### src/hw/rtl/itoa_pkg.sv
// Shared types, codes and the digit table of the integer to ASCII formatter.
// Used by itoa_ctrl, itoa_datapath and integer_to_ascii_formatter.
// Depends on nothing.
package itoa_pkg;

    localparam int VALUE_W     = 32;
    localparam int BCD_DIGITS  = 10;
    localparam int MAX_DIGITS  = 11;
    localparam int DIGIT_IDX_W = 4;
    localparam int STEP_CNT_W  = 5;

    localparam logic [1:0] RADIX_OCT = 2'd0;
    localparam logic [1:0] RADIX_DEC = 2'd1;
    localparam logic [1:0] RADIX_HEX = 2'd2;
    localparam logic [1:0] RADIX_BAD = 2'd3;

    localparam logic [STEP_CNT_W-1:0] LAST_STEP = STEP_CNT_W'(VALUE_W - 1);

    localparam logic [7:0] CHAR_MINUS = 8'h2D;

    typedef enum logic [2:0] {
        ST_IDLE,
        ST_CONVERT,
        ST_FIND,
        ST_MINUS,
        ST_DIGITS
    } state_t;

    typedef struct packed {
        logic load;
        logic dd_step;
        logic find;
        logic emit_minus;
        logic emit_digit;
    } ctrl_cmd_t;

    typedef struct packed {
        logic dd_last;
        logic minus;
        logic idx_zero;
    } dp_status_t;

    typedef logic [3:0] digit_vec_t [MAX_DIGITS];

    // ASCII for one digit value: '0'..'9' then uppercase 'A'..'F'.
    function automatic logic [7:0] digit_char(input logic [3:0] d);
        logic [7:0] c;
        if (d < 4'd10)
        begin
            c = 8'h30 + {4'd0, d};
        end
        else
        begin
            c = 8'h37 + {4'd0, d};
        end
        return c;
    endfunction

    // Position of the most significant nonzero digit, or zero when all are zero.
    function automatic logic [DIGIT_IDX_W-1:0] lead_digit(input digit_vec_t v);
        logic [DIGIT_IDX_W-1:0] idx;
        idx = '0;
        for (int i = 0; i < MAX_DIGITS; i++)
        begin
            if (v[i] != 4'd0)
            begin
                idx = DIGIT_IDX_W'(i);
            end
        end
        return idx;
    endfunction

endpackage

### src/hw/rtl/itoa_ctrl.sv
// Controller state machine of the integer to ASCII formatter.
// Issues commands to itoa_datapath and reads its status; depends on itoa_pkg.
module itoa_ctrl (
    input  logic                  clk,
    input  logic                  rst_n,
    input  logic                  start,
    input  logic [1:0]            radix_code,
    input  itoa_pkg::dp_status_t  status,
    output itoa_pkg::ctrl_cmd_t   cmd,
    output logic                  busy
);

    itoa_pkg::state_t state_reg;
    itoa_pkg::state_t state_next;

    always_ff @(posedge clk or negedge rst_n)
    begin
        if (!rst_n)
        begin
            state_reg <= itoa_pkg::ST_IDLE;
        end
        else
        begin
            state_reg <= state_next;
        end
    end

    always_comb
    begin
        state_next = state_reg;
        unique case (state_reg)
            itoa_pkg::ST_IDLE:
            begin
                if (start)
                begin
                    if (radix_code == itoa_pkg::RADIX_DEC)
                    begin
                        state_next = itoa_pkg::ST_CONVERT;
                    end
                    else if (radix_code != itoa_pkg::RADIX_BAD)
                    begin
                        state_next = itoa_pkg::ST_FIND;
                    end
                end
            end
            itoa_pkg::ST_CONVERT:
            begin
                if (status.dd_last)
                begin
                    state_next = itoa_pkg::ST_FIND;
                end
            end
            itoa_pkg::ST_FIND:
            begin
                state_next = status.minus ? itoa_pkg::ST_MINUS : itoa_pkg::ST_DIGITS;
            end
            itoa_pkg::ST_MINUS:
            begin
                state_next = itoa_pkg::ST_DIGITS;
            end
            itoa_pkg::ST_DIGITS:
            begin
                if (status.idx_zero)
                begin
                    state_next = itoa_pkg::ST_IDLE;
                end
            end
            default:
            begin
                state_next = itoa_pkg::ST_IDLE;
            end
        endcase
    end

    always_comb
    begin
        cmd  = '0;
        busy = 1'b1;
        unique case (state_reg)
            itoa_pkg::ST_IDLE:
            begin
                busy     = 1'b0;
                // A request with the unused radix code is taken and dropped.
                cmd.load = start && (radix_code != itoa_pkg::RADIX_BAD);
            end
            itoa_pkg::ST_CONVERT:
            begin
                cmd.dd_step = 1'b1;
            end
            itoa_pkg::ST_FIND:
            begin
                cmd.find = 1'b1;
            end
            itoa_pkg::ST_MINUS:
            begin
                cmd.emit_minus = 1'b1;
            end
            itoa_pkg::ST_DIGITS:
            begin
                cmd.emit_digit = 1'b1;
            end
            default:
            begin
                busy = 1'b0;
            end
        endcase
    end

endmodule

### src/hw/rtl/itoa_datapath.sv
// Datapath of the integer to ASCII formatter: operand registers, a
// shift-and-add-3 binary to BCD converter and the character output register.
// Depends on itoa_pkg.
module itoa_datapath (
    input  logic                 clk,
    input  logic                 rst_n,
    input  logic signed [31:0]   value,
    input  logic [1:0]           radix_code,
    input  itoa_pkg::ctrl_cmd_t  cmd,
    output itoa_pkg::dp_status_t status,
    output logic                 char_valid,
    output logic [7:0]           char_code,
    output logic                 last_char
);

    localparam int BCD_W = 4 * itoa_pkg::BCD_DIGITS;

    logic [itoa_pkg::VALUE_W-1:0]      mag_reg,   mag_next;
    logic [BCD_W-1:0]                  bcd_reg,   bcd_next;
    logic [1:0]                        radix_reg, radix_next;
    logic                              minus_reg, minus_next;
    logic [itoa_pkg::STEP_CNT_W-1:0]   cnt_reg,   cnt_next;
    logic [itoa_pkg::DIGIT_IDX_W-1:0]  idx_reg,   idx_next;
    logic                              valid_reg, valid_next;
    logic [7:0]                        char_reg,  char_next;
    logic                              last_reg,  last_next;

    logic [itoa_pkg::VALUE_W-1:0]      value_u;
    logic                              neg_dec;
    logic [BCD_W-1:0]                  bcd_adj;
    itoa_pkg::digit_vec_t              digits;
    logic [3:0]                        cur_digit;

    assign value_u = value;
    assign neg_dec = value_u[itoa_pkg::VALUE_W-1] && (radix_code == itoa_pkg::RADIX_DEC);

    // Add 3 to every BCD digit of 5 or more before the shift.
    always_comb
    begin
        for (int d = 0; d < itoa_pkg::BCD_DIGITS; d++)
        begin
            if (bcd_reg[4*d +: 4] >= 4'd5)
            begin
                bcd_adj[4*d +: 4] = bcd_reg[4*d +: 4] + 4'd3;
            end
            else
            begin
                bcd_adj[4*d +: 4] = bcd_reg[4*d +: 4];
            end
        end
    end

    // The digits of the current number, one nibble each, least significant first.
    always_comb
    begin
        for (int i = 0; i < itoa_pkg::MAX_DIGITS; i++)
        begin
            digits[i] = 4'd0;
        end
        case (radix_reg)
            itoa_pkg::RADIX_OCT:
            begin
                for (int g = 0; g < itoa_pkg::MAX_DIGITS - 1; g++)
                begin
                    digits[g] = {1'b0, mag_reg[3*g +: 3]};
                end
                digits[itoa_pkg::MAX_DIGITS-1] = {2'b00, mag_reg[31:30]};
            end
            itoa_pkg::RADIX_DEC:
            begin
                for (int d = 0; d < itoa_pkg::BCD_DIGITS; d++)
                begin
                    digits[d] = bcd_reg[4*d +: 4];
                end
            end
            itoa_pkg::RADIX_HEX:
            begin
                for (int h = 0; h < 8; h++)
                begin
                    digits[h] = mag_reg[4*h +: 4];
                end
            end
            default:
            begin
            end
        endcase
    end

    assign cur_digit = digits[idx_reg];

    always_comb
    begin
        mag_next   = mag_reg;
        bcd_next   = bcd_reg;
        radix_next = radix_reg;
        minus_next = minus_reg;
        cnt_next   = cnt_reg;
        idx_next   = idx_reg;
        valid_next = 1'b0;
        char_next  = char_reg;
        last_next  = last_reg;

        if (cmd.load)
        begin
            // A negative decimal request is formatted as its magnitude.
            mag_next   = neg_dec ? (32'd0 - value_u) : value_u;
            bcd_next   = '0;
            radix_next = radix_code;
            minus_next = neg_dec;
            cnt_next   = '0;
        end
        if (cmd.dd_step)
        begin
            bcd_next = {bcd_adj[BCD_W-2:0], mag_reg[itoa_pkg::VALUE_W-1]};
            mag_next = {mag_reg[itoa_pkg::VALUE_W-2:0], 1'b0};
            cnt_next = cnt_reg + 1'b1;
        end
        if (cmd.find)
        begin
            idx_next = itoa_pkg::lead_digit(digits);
        end
        if (cmd.emit_minus)
        begin
            valid_next = 1'b1;
            char_next  = itoa_pkg::CHAR_MINUS;
            last_next  = 1'b0;
        end
        if (cmd.emit_digit)
        begin
            valid_next = 1'b1;
            char_next  = itoa_pkg::digit_char(cur_digit);
            last_next  = (idx_reg == '0);
            idx_next   = idx_reg - 1'b1;
        end
    end

    always_ff @(posedge clk or negedge rst_n)
    begin
        if (!rst_n)
        begin
            valid_reg <= 1'b0;
            cnt_reg   <= '0;
            idx_reg   <= '0;
            minus_reg <= 1'b0;
            radix_reg <= itoa_pkg::RADIX_OCT;
        end
        else
        begin
            valid_reg <= valid_next;
            cnt_reg   <= cnt_next;
            idx_reg   <= idx_next;
            minus_reg <= minus_next;
            radix_reg <= radix_next;
        end
    end

    always_ff @(posedge clk)
    begin
        mag_reg  <= mag_next;
        bcd_reg  <= bcd_next;
        char_reg <= char_next;
        last_reg <= last_next;
    end

    assign status.dd_last  = (cnt_reg == itoa_pkg::LAST_STEP);
    assign status.minus    = minus_reg;
    assign status.idx_zero = (idx_reg == '0);

    assign char_valid = valid_reg;
    assign char_code  = char_reg;
    assign last_char  = last_reg;

endmodule

### src/hw/rtl/integer_to_ascii_formatter.sv
// Top level of the integer to ASCII formatter.
// Instantiates itoa_ctrl and itoa_datapath; depends on itoa_pkg.

// A request is taken when start is high and busy is low; busy then stays high
// until the last character has been issued. Characters come out most
// significant first, one per cycle on char_code while char_valid is high, and
// the receiver must take each one in that cycle since it cannot stall the
// block. The final character carries last_char. Octal and hexadecimal requests
// keep busy high through a digit search and then while their characters are
// issued. Decimal requests first run a shift-and-add-3 binary to BCD
// conversion, then the digit search, an optional minus sign and the digits. A
// request with radix code three is accepted and gives no characters.
module integer_to_ascii_formatter (
    input  logic               clk,
    input  logic               rst_n,
    input  logic               start,
    output logic               busy,
    input  logic signed [31:0] value,
    input  logic [1:0]         radix_code,
    output logic               char_valid,
    output logic [7:0]         char_code,
    output logic               last_char
);

    itoa_pkg::ctrl_cmd_t  cmd;
    itoa_pkg::dp_status_t status;

    itoa_ctrl u_ctrl (
        .clk        (clk),
        .rst_n      (rst_n),
        .start      (start),
        .radix_code (radix_code),
        .status     (status),
        .cmd        (cmd),
        .busy       (busy)
    );

    itoa_datapath u_datapath (
        .clk        (clk),
        .rst_n      (rst_n),
        .value      (value),
        .radix_code (radix_code),
        .cmd        (cmd),
        .status     (status),
        .char_valid (char_valid),
        .char_code  (char_code),
        .last_char  (last_char)
    );

endmodule
### config.mk
export PLATFORM = sky130hd
export DESIGN_NAME = integer_to_ascii_formatter
export DESIGN_NICKNAME = d
export VERILOG_FILES = /design/src/hw/rtl/itoa_pkg.sv /design/src/hw/rtl/itoa_ctrl.sv /design/src/hw/rtl/itoa_datapath.sv /design/src/hw/rtl/integer_to_ascii_formatter.sv
export SDC_FILE = /design/constraint.sdc
export NUM_CORES = 1
export LEC_CHECK = 0
export ABC_AREA = 1
export BUFFER_PORTS_ARGS = -buffer_cell sky130_fd_sc_hd__buf_2
export CORE_ASPECT_RATIO = 0.6
export CORE_UTILIZATION = 55
export CTS_CLUSTER_DIAMETER = 60
export DETAILED_ROUTE_END_ITERATION = 8
export HOLD_SLACK_MARGIN = 0.08
export PLACE_DENSITY = 0.85
export SYNTH_ARGS = -nofsm -noshare
export SYNTH_HDL_FRONTEND = slang
export SYNTH_SLANG_ARGS = --single-unit
### constraint.sdc
create_clock -name clk -period 2.88 [get_ports clk]
set_clock_uncertainty 0.15 [all_clocks]
set_input_delay 0.144 -clock clk [delete_from_list [all_inputs] [get_ports clk]]
set_output_delay 0.144 -clock clk [all_outputs]
set_load 0.05 [all_outputs]
# Word level (Yosys, flattened, before mapping)

Cells that the tools add are included.

Equality and inequality tests: 13
Multiplexer cells: 55
$lt $le $gt $ge: 12
Bitwise operators: 1
Add/sub/neg operators: 15
Reductions and logical operators: 20

Operator list:

| kind                                                                                 | count |
|---|---|
| 32-bit 2-to-1 mux                                                                    | 3 |
| 32-bit case mux with 3 select lines                                                  | 1 |
| 40-bit 2-to-1 mux                                                                    | 2 |
| 4-bit 2-to-1 mux                                                                     | 16 |
| 4-bit by 3-bit greater-or-equal comparator with 1-bit output (second input constant) | 10 |
| 4-bit nonzero test                                                                   | 10 |
| 4-bit by 2-bit adder with 4-bit output (second input constant)                       | 9 |
| 3-bit 2-to-1 mux                                                                     | 11 |
| 1-bit by 32-bit subtractor with 32-bit output (first input constant)                 | 1 |
| 8-bit 2-to-1 mux                                                                     | 3 |
| 4-bit binary-select mux with 4-bit select                                            | 1 |
| 8-bit case mux with 2 select lines                                                   | 1 |
| 3-bit case mux with 5 select lines                                                   | 1 |
| 6-bit by 4-bit adder with 7-bit output (first input constant)                        | 2 |
| 1-bit 2-to-1 mux                                                                     | 11 |
| 5-bit 2-to-1 mux                                                                     | 2 |
| 2-bit inequality test (second input constant)                                        | 4 |
| 3-bit by 2-bit == test with 1-bit output (second input constant)                     | 2 |
| 2-bit 2-to-1 mux                                                                     | 3 |
| 2-bit nonzero test                                                                   | 3 |
| 5-bit by 1-bit adder with 5-bit output (second input constant)                       | 1 |
| 5-bit == test (second input constant)                                                | 1 |
| 5-bit greater-or-equal comparator (second input constant)                            | 1 |
| 4-bit NOT with 5-bit output                                                          | 1 |
| other kinds (14)                                                                     | 16 |

Register bits: 97
Logic and storage cells: 127
Input bits: 37
Output and inout bits: 11

# Logic depth before layout (Yosys ltp)

Gate-level depths: netlist of the first run.

Depth in word-level cells: 15
Mapped depth: 19
Gate-level depth less buffers: 17

# By module

Synthesis of the first run repeated with hierarchy kept, for this count alone.

Cell total of the unflattened synthesis: 969
Area total of the unflattened synthesis: 6989.2 µm²

By module, submodules not included:

| module        | instances | area an instance (µm²) | sequential area each (µm²) | cells an instance |
|---|---|---|---|---|
| itoa_datapath | 1         | 6761.5                 | 2717.6                     | 931 |
| itoa_ctrl     | 1         | 227.7                  | 75.1                       | 38 |

# Worst setup path before layout of the first run

OpenSTA, ideal clock, no wires.

Path kind: reg2reg
From: register u_ctrl.state_reg[1]
To: register u_datapath.bcd_reg[0], enable pin
Clock period less this slack: 3196 ps
Data required time: 2298 ps
Setup time: 432 ps
Setup slack: -316 ps
Cell stages (with the launch flop): 8
Path buffers: 0
Arrival: 2614 ps
Path through: dfrtp_1 -> nor2_1 -> inv_1 -> nor2_1 -> inv_1 -> nor2_2 -> inv_2 -> nand2_1

Cells in the longest elaborated chain, start to end: 3
Elaborated cells between the ends (all ways): 5
Classes of those cells: eq/ne: 1; mux: 2; reduce/logical: 2

RTL lines:

| element                                                                            | RTL line             | text |
|---|---|---|
| start: declaration                                                                 | itoa_ctrl.sv:13      | `itoa_pkg::state_t state_reg;` |
| start signal: assignment                                                           | itoa_ctrl.sv:20      | `state_reg <= itoa_pkg::ST_IDLE;` |
| start signal: assignment                                                           | itoa_ctrl.sv:24      | `state_reg <= state_next;` |
| 3-bit by 1-bit == test with 1-bit output / 3-bit zero test (equally long branches) | itoa_ctrl.sv:79      | `unique case (state_reg)` |
| 1-bit 2-to-1 mux                                                                   | itoa_ctrl.sv:79      |  |
| 2-bit nonzero test (no line) *                                                     | -                    |  |
| end signal: assignment                                                             | itoa_datapath.sv:160 | `bcd_reg <= bcd_next;` |
| end: declaration                                                                   | itoa_datapath.sv:19  | `logic [BCD_W-1:0] bcd_reg, bcd_next;` |

Every way passes the cells marked *; elsewhere a longest branch is shown, timed or not.
A chain may end at the register's enable or synchronous reset.

# Worst setup path after layout of the first run

From: register u_datapath.radix_reg[1]
To: register u_datapath.char_reg[4], in the netlist u_datapath.char_code[4] (data pin)

Cells in the longest elaborated chain, start to end: 8
Elaborated cells between the ends (all ways): 14
Classes of those cells: add/sub: 2; order compare: 1; eq/ne: 2; mux: 8; reduce/logical: 1

RTL lines:

| element                                                        | RTL line             | text |
|---|---|---|
| start: declaration                                             | itoa_datapath.sv:20  | `logic [1:0] radix_reg, radix_next;` |
| start signal: assignment                                       | itoa_datapath.sv:145 | `radix_reg <= itoa_pkg::RADIX_OCT;` |
| start signal: assignment                                       | itoa_datapath.sv:153 | `radix_reg <= radix_next;` |
| 2-bit == test (tied with other cells)                          | itoa_datapath.sv:60  | `case (radix_reg)` |
| 32-bit case mux with 3 select lines (tied with other cells)    | itoa_datapath.sv:60  |  |
| 4-bit binary-select mux with 4-bit select *                    | itoa_datapath.sv:89  | `assign cur_digit = digits[idx_reg];` |
| 4-bit 2-to-1 mux (implied by the code) * (2 in a row)          | itoa_datapath.sv:89  |  |
| 6-bit by 4-bit adder with 7-bit output (tied with other cells) | itoa_pkg.sv:54       | `c = 8'h37 + {4'd0, d};` |
| 8-bit 2-to-1 mux *                                             | itoa_pkg.sv:48       | `if (d < 4'd10)` |
| 8-bit 2-to-1 mux *                                             | itoa_datapath.sv:128 | `if (cmd.emit_digit)` |
| end signal: assignment                                         | itoa_datapath.sv:161 | `char_reg <= char_next;` |
| end: declaration                                               | itoa_datapath.sv:25  | `logic [7:0] char_reg, char_next;` |

Every way passes the cells marked *; elsewhere a longest branch is shown, timed or not. The select of a mux whose other input is x is not followed.

==> impl_metrics.json, run 1 <==
{
  "cts.repair.resized": 0,
  "synth-edff-count": 79,
  "finalInstanceArea_mm2": 0.007736,
  "clk_path_buf_depth": 2,
  "die_h_um": 89.01,
  "die_area_mm2": 0.01308,
  "cts_buffers": 9,
  "cpMostUsedCell": "nand2_1",
  "cp_cell_sequence": "inv_4 -> nor2_4 -> nand2_1 -> o211ai_1 -> nand2_1 -> nand3_1 -> nor2_1 -> nor2_1 -> nor2_1 -> ha_1 -> nand2_1 -> nand3_1 -> nand2_1 -> inv_1",
  "cpPeakStageDelay_ns": 0.57,
  "num_vias": 6617,
  "grt_pass1_vias": 5777,
  "path_clk_slew_ns": 0.07,
  "finalSetupViolCount": 0,
  "ys_seq_area_share_pct": 40.25,
  "netlist_area_mm2": 0.006939,
  "ir_worst_vdd_mv": 0.5035,
  "synthArstFlopShare_pct": 16.67,
  "core-area_mm2": 0.01218,
  "critical-path-slowest-cell": "dfrtp_1",
  "cts_sinks": 96,
  "hold_ws_ns": 0.1046,
  "row_count": 31,
  "root_buffer": "clkbuf_16",
  "avgSynthCellArea_um2": 7.406,
  "final_cells": 1164,
  "ys_warn_count": 0,
  "first_iter_violations": 650,
  "drv_cap": 0,
  "cp.arrival_ns": 2.64,
  "fin_crit_ns": 2.686,
  "yosys_most_used_dff": "edfxtp_1",
  "final_max_slew_viol_count": 0,
  "synth_nets": 999,
  "drt-vias-per-instance": 5.685,
  "grt_max_degree": 54,
  "wl_um": 19210,
  "fmax_ghz": 0.3723,
  "layout.nets": 1056,
  "drt_pass1_iterations": 5,
  "start_util_pct": 56.98,
  "dieWidth_um": 147.0,
  "crit_fanout": 18,
  "crit_path_start_kind": "flop",
  "rsz0062_at_grt": "no",
  "grt_antenna_before_repair": 0,
  "cp-end-kind": "flop",
  "grt_use_total_pct": 30.35,
  "yosysUniqueCellTypes": 52,
  "overflow": 0,
  "crit_required_ns": 2.84,
  "num_antenna_cells": 0,
  "worstMarginPinSlew_ns": 0.5212,
  "place_congestion": 0.9831,
  "htreeDepth": 3,
  "io_buffers": 46,
  "postRouteAntennaNets": 0,
  "largest_reg_flops": 40,
  "syn_inst": 937,
  "post_drt_wl_per_cell_um": 16.51,
  "worstHoldPathType": "input pin to flop",
  "fin_ws_ns": 0.1939,
  "grt_first_pass_wirelength_um": 30390,
  "clk_latency_ns": 0.34,
  "p_leak_nw": 3.454,
  "dpl.hpwl_um": 14360,
  "hold_buffers": 14,
  "drc": 0,
  "cts_tree": "built",
  "m1WireLength_um": 9249,
  "highest_layer": "met4",
  "hold_viol": 0,
  "finalPower_mw": 8.066,
  "ys_seq_elements": 96,
  "io_pins": 48,
  "finish.utilization_pct": 63.52,
  "outcome": "finished, final reports clean",
  "wl_met2_um": 7342,
  "placed_cells": 1134,
  "dpl-instance-area_mm2": 0.007321,
  "drive_gt1_share_pct": 11.71,
  "powerDensity_mw_per_mm2": 1043,
  "period_share_pct": 93.27,
  "crit_type": "flop to flop",
  "r2r_slack_ns": 0.19,
  "slew_headroom_pct": 65.25,
  "dr_wl_met3_um": 2433,
  "dp_slack_ns": 0.2615,
  "area_growth_pct": 11.49,
  "setup_tns_ns": 0,
  "postCtsSetupRepairBufs": 0
}
[layout by cell type, fill, tap and decap left out, drive strengths merged, types with 2 or more instances in the layout]
master and instances:
nand4 7, nand3 59, o31ai 2, inv 136, clkbuf 11, o22ai 22
o32ai 2, buf 60, and2 3, clkinv 6, nor3 17, nor2 120
or2 3, nand2 225, xor2 4, ha 25, edfxtp 79, xnor2 2
dfrtp 16, o21ai 98, dlygate4sd3 14, a221oi 2, a211oi 4, a31oi 2
o211ai 11, a21oi 59, nor4 3
[power by group]
part           internal, mW  switching [mW]  total [mW]
Combinational          1.29            3.02        4.30
Sequential             2.20           0.444        2.64
Clock                 0.608           0.514        1.12
[synthesized netlist by cell type (6+ instances only)]
| cell | count | area (um2) |
|---|---|---|
| a21oi_1 | 59 | 295.3 |
| nor2_1 | 110 | 412.9 |
| nand4_1 | 7 | 43.79 |
| o21ai_1 | 9 | 45.04 |
| ha_1 | 25 | 312.8 |
| inv_1 | 131 | 491.7 |
| clkbuf_1 | 11 | 41.29 |
| nand3_1 | 56 | 280.3 |
| nor3_1 | 16 | 80.08 |
| nor2_2 | 8 | 50.05 |
| o22ai_1 | 19 | 118.9 |
| o21ai_0 | 88 | 440.4 |
| o211ai_1 | 7 | 52.55 |
| nand2_2 | 9 | 56.30 |
| nand2_1 | 214 | 803.3 |
| edfxtp_1 | 79 | 2372 |
| dfrtp_1 | 16 | 400.4 |
| buf_6 | 6 | 67.56 |
[metal layers]
metal	track usage, %	up-vias
met5	0	-
met4	6.373	0
met3	8.418	20
met2	41.28	390
met1	47.01	2966
li1	-	3241
[cells by family after synthesis]
group | count (synthesis) | synth area share (%)
buf+inv | 165 | 10.24
other cells | 1 | 0.05404
flops | 96 | 40.25
xor+xnor | 6 | 0.7573
simple gates | 439 | 27.37
fa+ha+maj | 25 | 4.508
compound gates | 205 | 16.82
[cell type report]
cell class,count,area [um2]
fillers,1122,4443
multi-input cells,676,3445
flip-flops and latches,96,2793
inverters,137,516.7
repair buffers,74,500.5
clock buffers,11,242.7
well taps,165,206.4
clock inverters,5,32.53
[final timing paths]
| kind | cells after the start | endpoint | start |
|---|---|---|---|
| setup / recovery | 14 | u_datapath.char_code[4] | u_datapath.radix_reg[1] |
| hold / removal | 3 | u_datapath.mag_reg[21] | value[21] |
| setup reg to reg | 14 | u_datapath.char_code[4] | u_datapath.radix_reg[1] |
| hold reg to reg | 2 | u_datapath.cnt_reg[4] | u_datapath.cnt_reg[4] |
| max in group asynchronous | 2 | u_datapath.idx_reg[2] | rst_n |
| min in group asynchronous | 2 | u_datapath.cnt_reg[0] | rst_n |
[critical path: cells and delay by family (launching register included)]
family	cells	cell delay (ns)
and+or+nand+nor	10	1.15
DFF	1	0.57
adders and majority gates	1	0.22
buffers and inverters	2	0.21
AOI/OAI and AO/OA	1	0.14
(Power assumes the default switching activity.)
==> run 2, diff against run 1 <==
--- a/config.mk
+++ b/config.mk
@@ -8,11 +8,11 @@
 export ABC_AREA = 1
 export BUFFER_PORTS_ARGS = -buffer_cell sky130_fd_sc_hd__buf_2
 export CORE_ASPECT_RATIO = 0.6
-export CORE_UTILIZATION = 55
+export CORE_UTILIZATION = 45
 export CTS_CLUSTER_DIAMETER = 60
 export DETAILED_ROUTE_END_ITERATION = 8
 export HOLD_SLACK_MARGIN = 0.08
-export PLACE_DENSITY = 0.85
+export PLACE_DENSITY = 0.73
 export SYNTH_ARGS = -nofsm -noshare
 export SYNTH_HDL_FRONTEND = slang
 export SYNTH_SLANG_ARGS = --single-unit
==> run 2 against run 1 <==
  * Cell area grew 0.94%
  * Critical endpoint unchanged
  * Sequential share of layout area shrank 0.34 points
  * Die area grew 22%
  * Highest routed layer unchanged
==> impl_metrics.json, run 2 (synthesized netlist as in run 1, its figures left out) <==
{
  "outcome": "finished, final reports clean",
  "start_util_pct": 47.01,
  "wl_um": 18730,
  "grt_max_degree": 74,
  "cts_buffers": 9,
  "powerDensity_mw_per_mm2": 1028,
  "critical-path-slowest-cell": "dfrtp_1",
  "grt_use_total_pct": 24.48,
  "overflow": 0,
  "postRouteAntennaNets": 0,
  "crit_required_ns": 2.83,
  "fill_cells": 1382,
  "crit_fanout": 18,
  "cp-end-kind": "flop",
  "io_pins": 48,
  "dp_slack_ns": 0.3104,
  "dieWidth_um": 162.3,
  "dpl.hpwl_um": 14320,
  "num_vias": 6477,
  "drc": 0,
  "drt-vias-per-instance": 5.398,
  "cts.repair.resized": 0,
  "cp_cell_sequence": "inv_4 -> nor2_4 -> nand2_1 -> nand3_1 -> nand2_1 -> nand3_1 -> nor2_1 -> nor2_1 -> nor2_2 -> ha_1 -> nand2_1 -> nand3_1 -> nand2_1 -> inv_1",
  "rsz0062_at_grt": "no",
  "cp.arrival_ns": 2.58,
  "drt_pass1_iterations": 5,
  "cpPeakStageDelay_ns": 0.54,
  "p_leak_nw": 3.465,
  "setup_tns_ns": 0,
  "final_cell_mix": "213 x nand2_1, 131 x inv_1, 110 x nor2_1",
  "htreeDepth": 3,
  "grt_pass1_vias": 5654,
  "final_common_cell": "nand2_1",
  "hold_buffers": 18,
  "grt_first_pass_wirelength_um": 30270,
  "fin_ws_ns": 0.2482,
  "area_growth_pct": 12.53,
  "post_drt_wl_per_cell_um": 15.61,
  "crit_type": "flop to flop",
  "path_clk_slew_ns": 0.06,
  "worstHoldPathType": "input pin to flop",
  "period_share_pct": 91.38,
  "root_buffer": "clkbuf_16",
  "row_count": 34,
  "clk_path_buf_depth": 2,
  "cpMostUsedCell": "nand2_1",
  "final_max_slew_viol_count": 0,
  "drive_gt1_share_pct": 11.38,
  "cts_sinks": 96,
  "place_congestion": 0.9681,
  "die_h_um": 98.19,
  "finish.utilization_pct": 52.90,
  "ir_worst_vdd_mv": 0.5099,
  "io_buffers": 46,
  "clk_latency_ns": 0.34,
  "die_area_mm2": 0.01594,
  "fin_crit_ns": 2.632,
  "core-area_mm2": 0.01476,
  "first_iter_violations": 725,
  "drv_cap": 0,
  "crit_path_start_kind": "flop",
  "hold_viol": 0,
  "layout.nets": 1059,
  "fmax_ghz": 0.3800,
  "grt_antenna_before_repair": 0,
  "postCtsSetupRepairBufs": 0,
  "finalSetupViolCount": 0,
  "largest_reg_flops": 40,
  "cts_tree": "built",
  "num_antenna_cells": 0
}
## run 2: cell types whose count changed in the layout (fill, tap and decap cells not counted), sizes merged
cell,delta
inv,+1
clkinv,-4
dlygate4sd3,+4
clkbuf,+3
buf,-1
## run 2: layout make-up
cell class | instances | area (um2) | share of cell area [%]
Tap cell | 198 | 247.7 | 3.173
Clock inverter | 2 | 11.26 | 0.1442
Timing Repair Buffer | 77 | 520.5 | 6.666
Clock buffer | 14 | 275.3 | 3.525
Inverter | 137 | 516.7 | 6.618
Sequential cell | 96 | 2793 | 35.76
Multi-Input combinational cell | 676 | 3445 | 44.11
## run 2: per-layer routing
layer  wire length (um)  vias to the layer above  GRT usage, %  part of all wire (%)
li1                   -                     3259             -                     -
met1              10040                     2901         42.03                    54
met2               6796                      304         30.67                    36
met4                130                        0         3.846                  0.69
met5                  0                        -             0                     0
met3               1769                       13         4.291                   9.4
## run 2: worst paths after layout
| path | startpoint | end | slack [ns] | cells past startpoint |
|---|---|---|---|---|
| max | u_datapath.radix_reg[1] | u_datapath.char_code[4] | 0.25 | 14 |
| min | value[27] | u_datapath.mag_reg[27] | 0.09 | 4 |
| max reg2reg | u_datapath.radix_reg[1] | u_datapath.char_code[4] | 0.25 | 14 |
| min reg2reg | u_datapath.cnt_reg[4] | u_datapath.cnt_reg[4] | 0.36 | 2 |
| max in group asynchronous | rst_n | u_datapath.idx_reg[2] | 2.17 | 2 |
| min in group asynchronous | rst_n | u_datapath.cnt_reg[1] | 0.11 | 2 |
## run 2: per-stage QoR
stage / hold slack (ns) / std cells / cell area (um2) / power (mW)
after floorplan: -0.3016 / 937 / 6942 / 5.710
after global routing: 0.1127 / 1200 / 7809 / 8.665
after global placement: -0.04570 / 1166 / 7342 / 6.719
final: 0.09230 / 1200 / 7809 / 8.025
after detailed placement: -0.04481 / 1166 / 7342 / 6.769
after CTS: 0.08025 / 1200 / 7809 / 7.962
## run 2: power breakdown
part,switching [mW],leakage [nW],internal [mW],total (mW)
logic,2.98,2.35,1.26,4.24
registers,0.434,0.974,2.20,2.63
clock network,0.488,0.142,0.662,1.15
total,3.90,3.46,4.12,8.03
## run 2: worst max-delay path, delay by kind of cell (launching register included)
kind,cells,cell delay [ns]
AND/OR/NAND/NOR,11,1.26
flip-flops,1,0.54
adder cells (fa/ha/maj),1,0.23
buffers and inverters,2,0.19
==> run 3, diff against run 2 <==
--- a/config.mk
+++ b/config.mk
@@ -6,7 +6,7 @@
 export NUM_CORES = 1
 export LEC_CHECK = 0
 export ABC_AREA = 1
-export BUFFER_PORTS_ARGS = -buffer_cell sky130_fd_sc_hd__buf_2
+export BUFFER_PORTS_ARGS = -buffer_cell sky130_fd_sc_hd__buf_4
 export CORE_ASPECT_RATIO = 0.6
 export CORE_UTILIZATION = 45
 export CTS_CLUSTER_DIAMETER = 60
@@ -15,4 +15,5 @@
 export PLACE_DENSITY = 0.73
 export SYNTH_ARGS = -nofsm -noshare
 export SYNTH_HDL_FRONTEND = slang
+export SYNTH_HIERARCHICAL = 1
 export SYNTH_SLANG_ARGS = --single-unit
==> run 3 against run 2 <==
  * Via count is 3.5% higher
  * Utilization is 1.7 points higher
  * Worst hold slack better by 0.0064 ns
  * Flip-flop and latch count stayed put
  * Count of clock-buffer cells in the layout is 5 lower
  * Synthesized area is 0.72% higher
  * Critical path depth is 3 higher
  * Non-clock buffer count is 8 higher
  * Clock power hardly changed
  * Sequential share of layout area is 1.2 points lower
  * Global-route usage is 1.5 points higher
  * First-iteration DRC count is 6.3% higher
  * Critical endpoint is now u_datapath/char_code[4]
==> impl_metrics.json, run 3 <==
{
  "p_leak_nw": 3.582,
  "critical-path-slowest-cell": "dfrtp_1",
  "drv_cap": 0,
  "net-switching-power_mw": 4.054,
  "grt_use_total_pct": 25.96,
  "row_count": 34,
  "fin_crit_ns": 2.627,
  "postCtsSetupRepairBufs": 0,
  "yosys_most_used_dff": "edfxtp_1",
  "final_common_cell": "nand2_1",
  "power.internal_mw": 4.164,
  "root_buffer": "clkbuf_16",
  "finalSetupViolCount": 0,
  "synth_top_family_by_area": "simple AND/OR/NAND/NOR gates",
  "num_vias": 6704,
  "dp_slack_ns": 0.3216,
  "post_drt_wl_per_cell_um": 15.95,
  "overflow": 0,
  "ys_warn_count": 6,
  "clk_path_buf_depth": 2,
  "ys_seq_area_share_pct": 39.96,
  "synthSimpleGateAreaFrac_pct": 30.56,
  "cp_cell_sequence": "inv_4 -> nor2_8 -> nand2_1 -> nand3_1 -> nand2_1 -> inv_1 -> nor2_1 -> nand2_1 -> nand3_1 -> nand2_1 -> inv_2 -> ha_1 -> inv_1 -> nor2_1 -> nand3b_1 -> nand2_1 -> inv_1",
  "crit_path_start_kind": "flop",
  "area_growth_pct": 15.57,
  "grt_antenna_before_repair": 0,
  "netlist_area_mm2": 0.006989,
  "synth_common_cells": "242 x nand2_1, 120 x inv_1, 117 x nor2_1, 85 x nand3_1, 85 x o21ai_0",
  "multi_input_comb_area_mm2": 0.003541,
  "yosysUniqueCellTypes": 47,
  "synth_mux_area_share_pct": 0,
  "cts_tree": "built",
  "fill_cells": 1390,
  "rsz0062_at_grt": "no",
  "cts_sinks": 96,
  "setup_tns_ns": 0,
  "finish.utilization_pct": 54.56,
  "largest_reg_flops": 40,
  "powerDensity_mw_per_mm2": 1017,
  "drive_gt1_share_pct": 10.38,
  "clk_latency_ns": 0.35,
  "first_iter_violations": 771,
  "grt_pass1_vias": 5922,
  "synth_compound_area_share_pct": 13.35,
  "fin_ws_ns": 0.2526,
  "dieWidth_um": 162.9,
  "die_h_um": 98.54,
  "worstHoldPathType": "input pin to flop",
  "drc": 0,
  "final_cells": 1238,
  "ir_worst_vdd_mv": 0.5374,
  "crit_required_ns": 2.85,
  "clockPowerShare_pct": 14.3,
  "core-area_mm2": 0.01480,
  "switching_share_pct": 49.33,
  "worstMarginPinSlew_ns": 0.7684,
  "synth_nets": 1031,
  "outcome": "finished, final reports clean",
  "htreeDepth": 3,
  "dpl.hpwl_um": 15040,
  "combinationalPowerShare_pct": 52.5,
  "avgSynthCellArea_um2": 7.213,
  "synth.top_cell.area_share_pct": 33.94,
  "grt_first_pass_wirelength_um": 32220,
  "synthAdderAreaFrac_pct": 4.475,
  "fmax_ghz": 0.3806,
  "synthArstFlopShare_pct": 16.67,
  "layout.nets": 1097,
  "period_share_pct": 91.23,
  "grt_max_degree": 73,
  "slew_headroom_pct": 48.61,
  "cpPeakStageDelay_ns": 0.50,
  "crit_type": "flop to flop",
  "die_area_mm2": 0.01605,
  "cts_buffers": 9,
  "yosys.cell_count.top_type": "nand2_1",
  "io_pins": 48,
  "pwr-share-seq_pct": 33.2,
  "hold_ws_ns": 0.09867,
  "regArea_mm2": 0.002793,
  "ys_seq_elements": 96,
  "postRouteAntennaNets": 0,
  "hold_viol": 0,
  "cpMostUsedCell": "nand2_1",
  "cts.repair.resized": 0,
  "synth_area_leaders": "edfxtp_1 34%, nand2_1 13%, inv_1 6.4%, nor2_1 6.3%, nand3_1 6.1%",
  "drt_pass1_iterations": 5,
  "drt-vias-per-instance": 5.415,
  "path_clk_slew_ns": 0.07,
  "num_antenna_cells": 0,
  "yosys.area.top_type": "edfxtp_1",
  "syn_inst": 969,
  "place_congestion": 1.027,
  "io_buffers": 46,
  "placed_cells": 1200,
  "cp.arrival_ns": 2.59,
  "crit_fanout": 19,
  "cp-end-kind": "flop",
  "final_max_slew_viol_count": 0,
  "final_cell_mix": "242 x nand2_1, 119 x inv_1, 117 x nor2_1",
  "start_util_pct": 47.21,
  "wl_um": 19750,
  "synth_xor_xnor_area_share_pct": 2.130,
  "synth-edff-count": 79
}
run 3: path summary, 6_finish.rpt:
path	from	end	slack, ns	cells after the start
worst max-delay path	u_datapath/radix_reg[1]	u_datapath/char_code[4]	0.25	17
worst min-delay path	value[6]	u_datapath/mag_reg[6]	0.1	3
worst max register to register	u_datapath/radix_reg[1]	u_datapath/char_code[4]	0.25	17
worst min register to register	u_datapath/minus_reg	u_datapath/minus_reg	0.37	2
max in group asynchronous	rst_n	u_datapath/radix_reg[0]	1.30	3
min in group asynchronous	rst_n	u_datapath/cnt_reg[0]	0.80	3
run 3: critical path, delay by kind of cell (launching register included):
family / cells / cell delay [ns]
adder cells (fa/ha/maj): 1 / 0.22
AND/OR/NAND/NOR: 11 / 1.11
flip-flops: 1 / 0.50
buffers and inverters: 5 / 0.39
run 3: through the flow:
stage / power (mW) / instance area (um2)
2_1_floorplan: 5.662 / 6993
3_3_place_gp: 6.890 / 7567
3_5_place_dp: 6.919 / 7567
4_1_cts: 8.133 / 8078
5_1_grt: 8.881 / 8078
6_report: 8.218 / 8078
run 3: power groups by stage:
stage          Sequential (mW)  Combinational, mW  Clock [mW]
5_1_grt                   2.78               4.84        1.26
2_1_floorplan             2.64               3.02           0
6_report                  2.73               4.32        1.17
4_1_cts                   2.70               4.23        1.20
3_5_place_dp              2.73               4.19           0
3_3_place_gp              2.73               4.16           0
run 3: layer usage:
| layer | part of all wire [%] | track usage (%) | vias up |
|---|---|---|---|
| met5 | 0 | 0 | - |
| met4 | 0.66 | 4.745 | 0 |
| met3 | 11 | 6.397 | 13 |
| met2 | 38 | 34.37 | 338 |
| met1 | 50 | 41.73 | 3005 |
| li1 | - | - | 3348 |
run 3: kinds of logic (layout without fill, tap and decap cells):
family,count (synthesis),count (layout)
and+or+nand+nor,496,496
buffers and inverters,161,232
xor gates and xnor gates,17,17
AOI/OAI and AO/OA,173,173
other,1,1
adders and majority gates,25,25
DFF,96,96
run 3: timing repair:
| action | in CTS | in global routing |
|---|---|---|
| hold buffers | 22 | 0 |
| endpoints found under the setup margin | 0 | 0 |
| endpoints found under the hold margin | 38 | 0 |
run 3: final cells by class:
type                       instances  share of cell area (%)
clock buffer                       9                   2.788
sequential                        96                   34.57
clock inverter                     7                  0.8055
multi-input combinational        712                   43.84
inverter                         131                   6.196
timing repair buffer              85                   8.736
tap                              198                   3.067
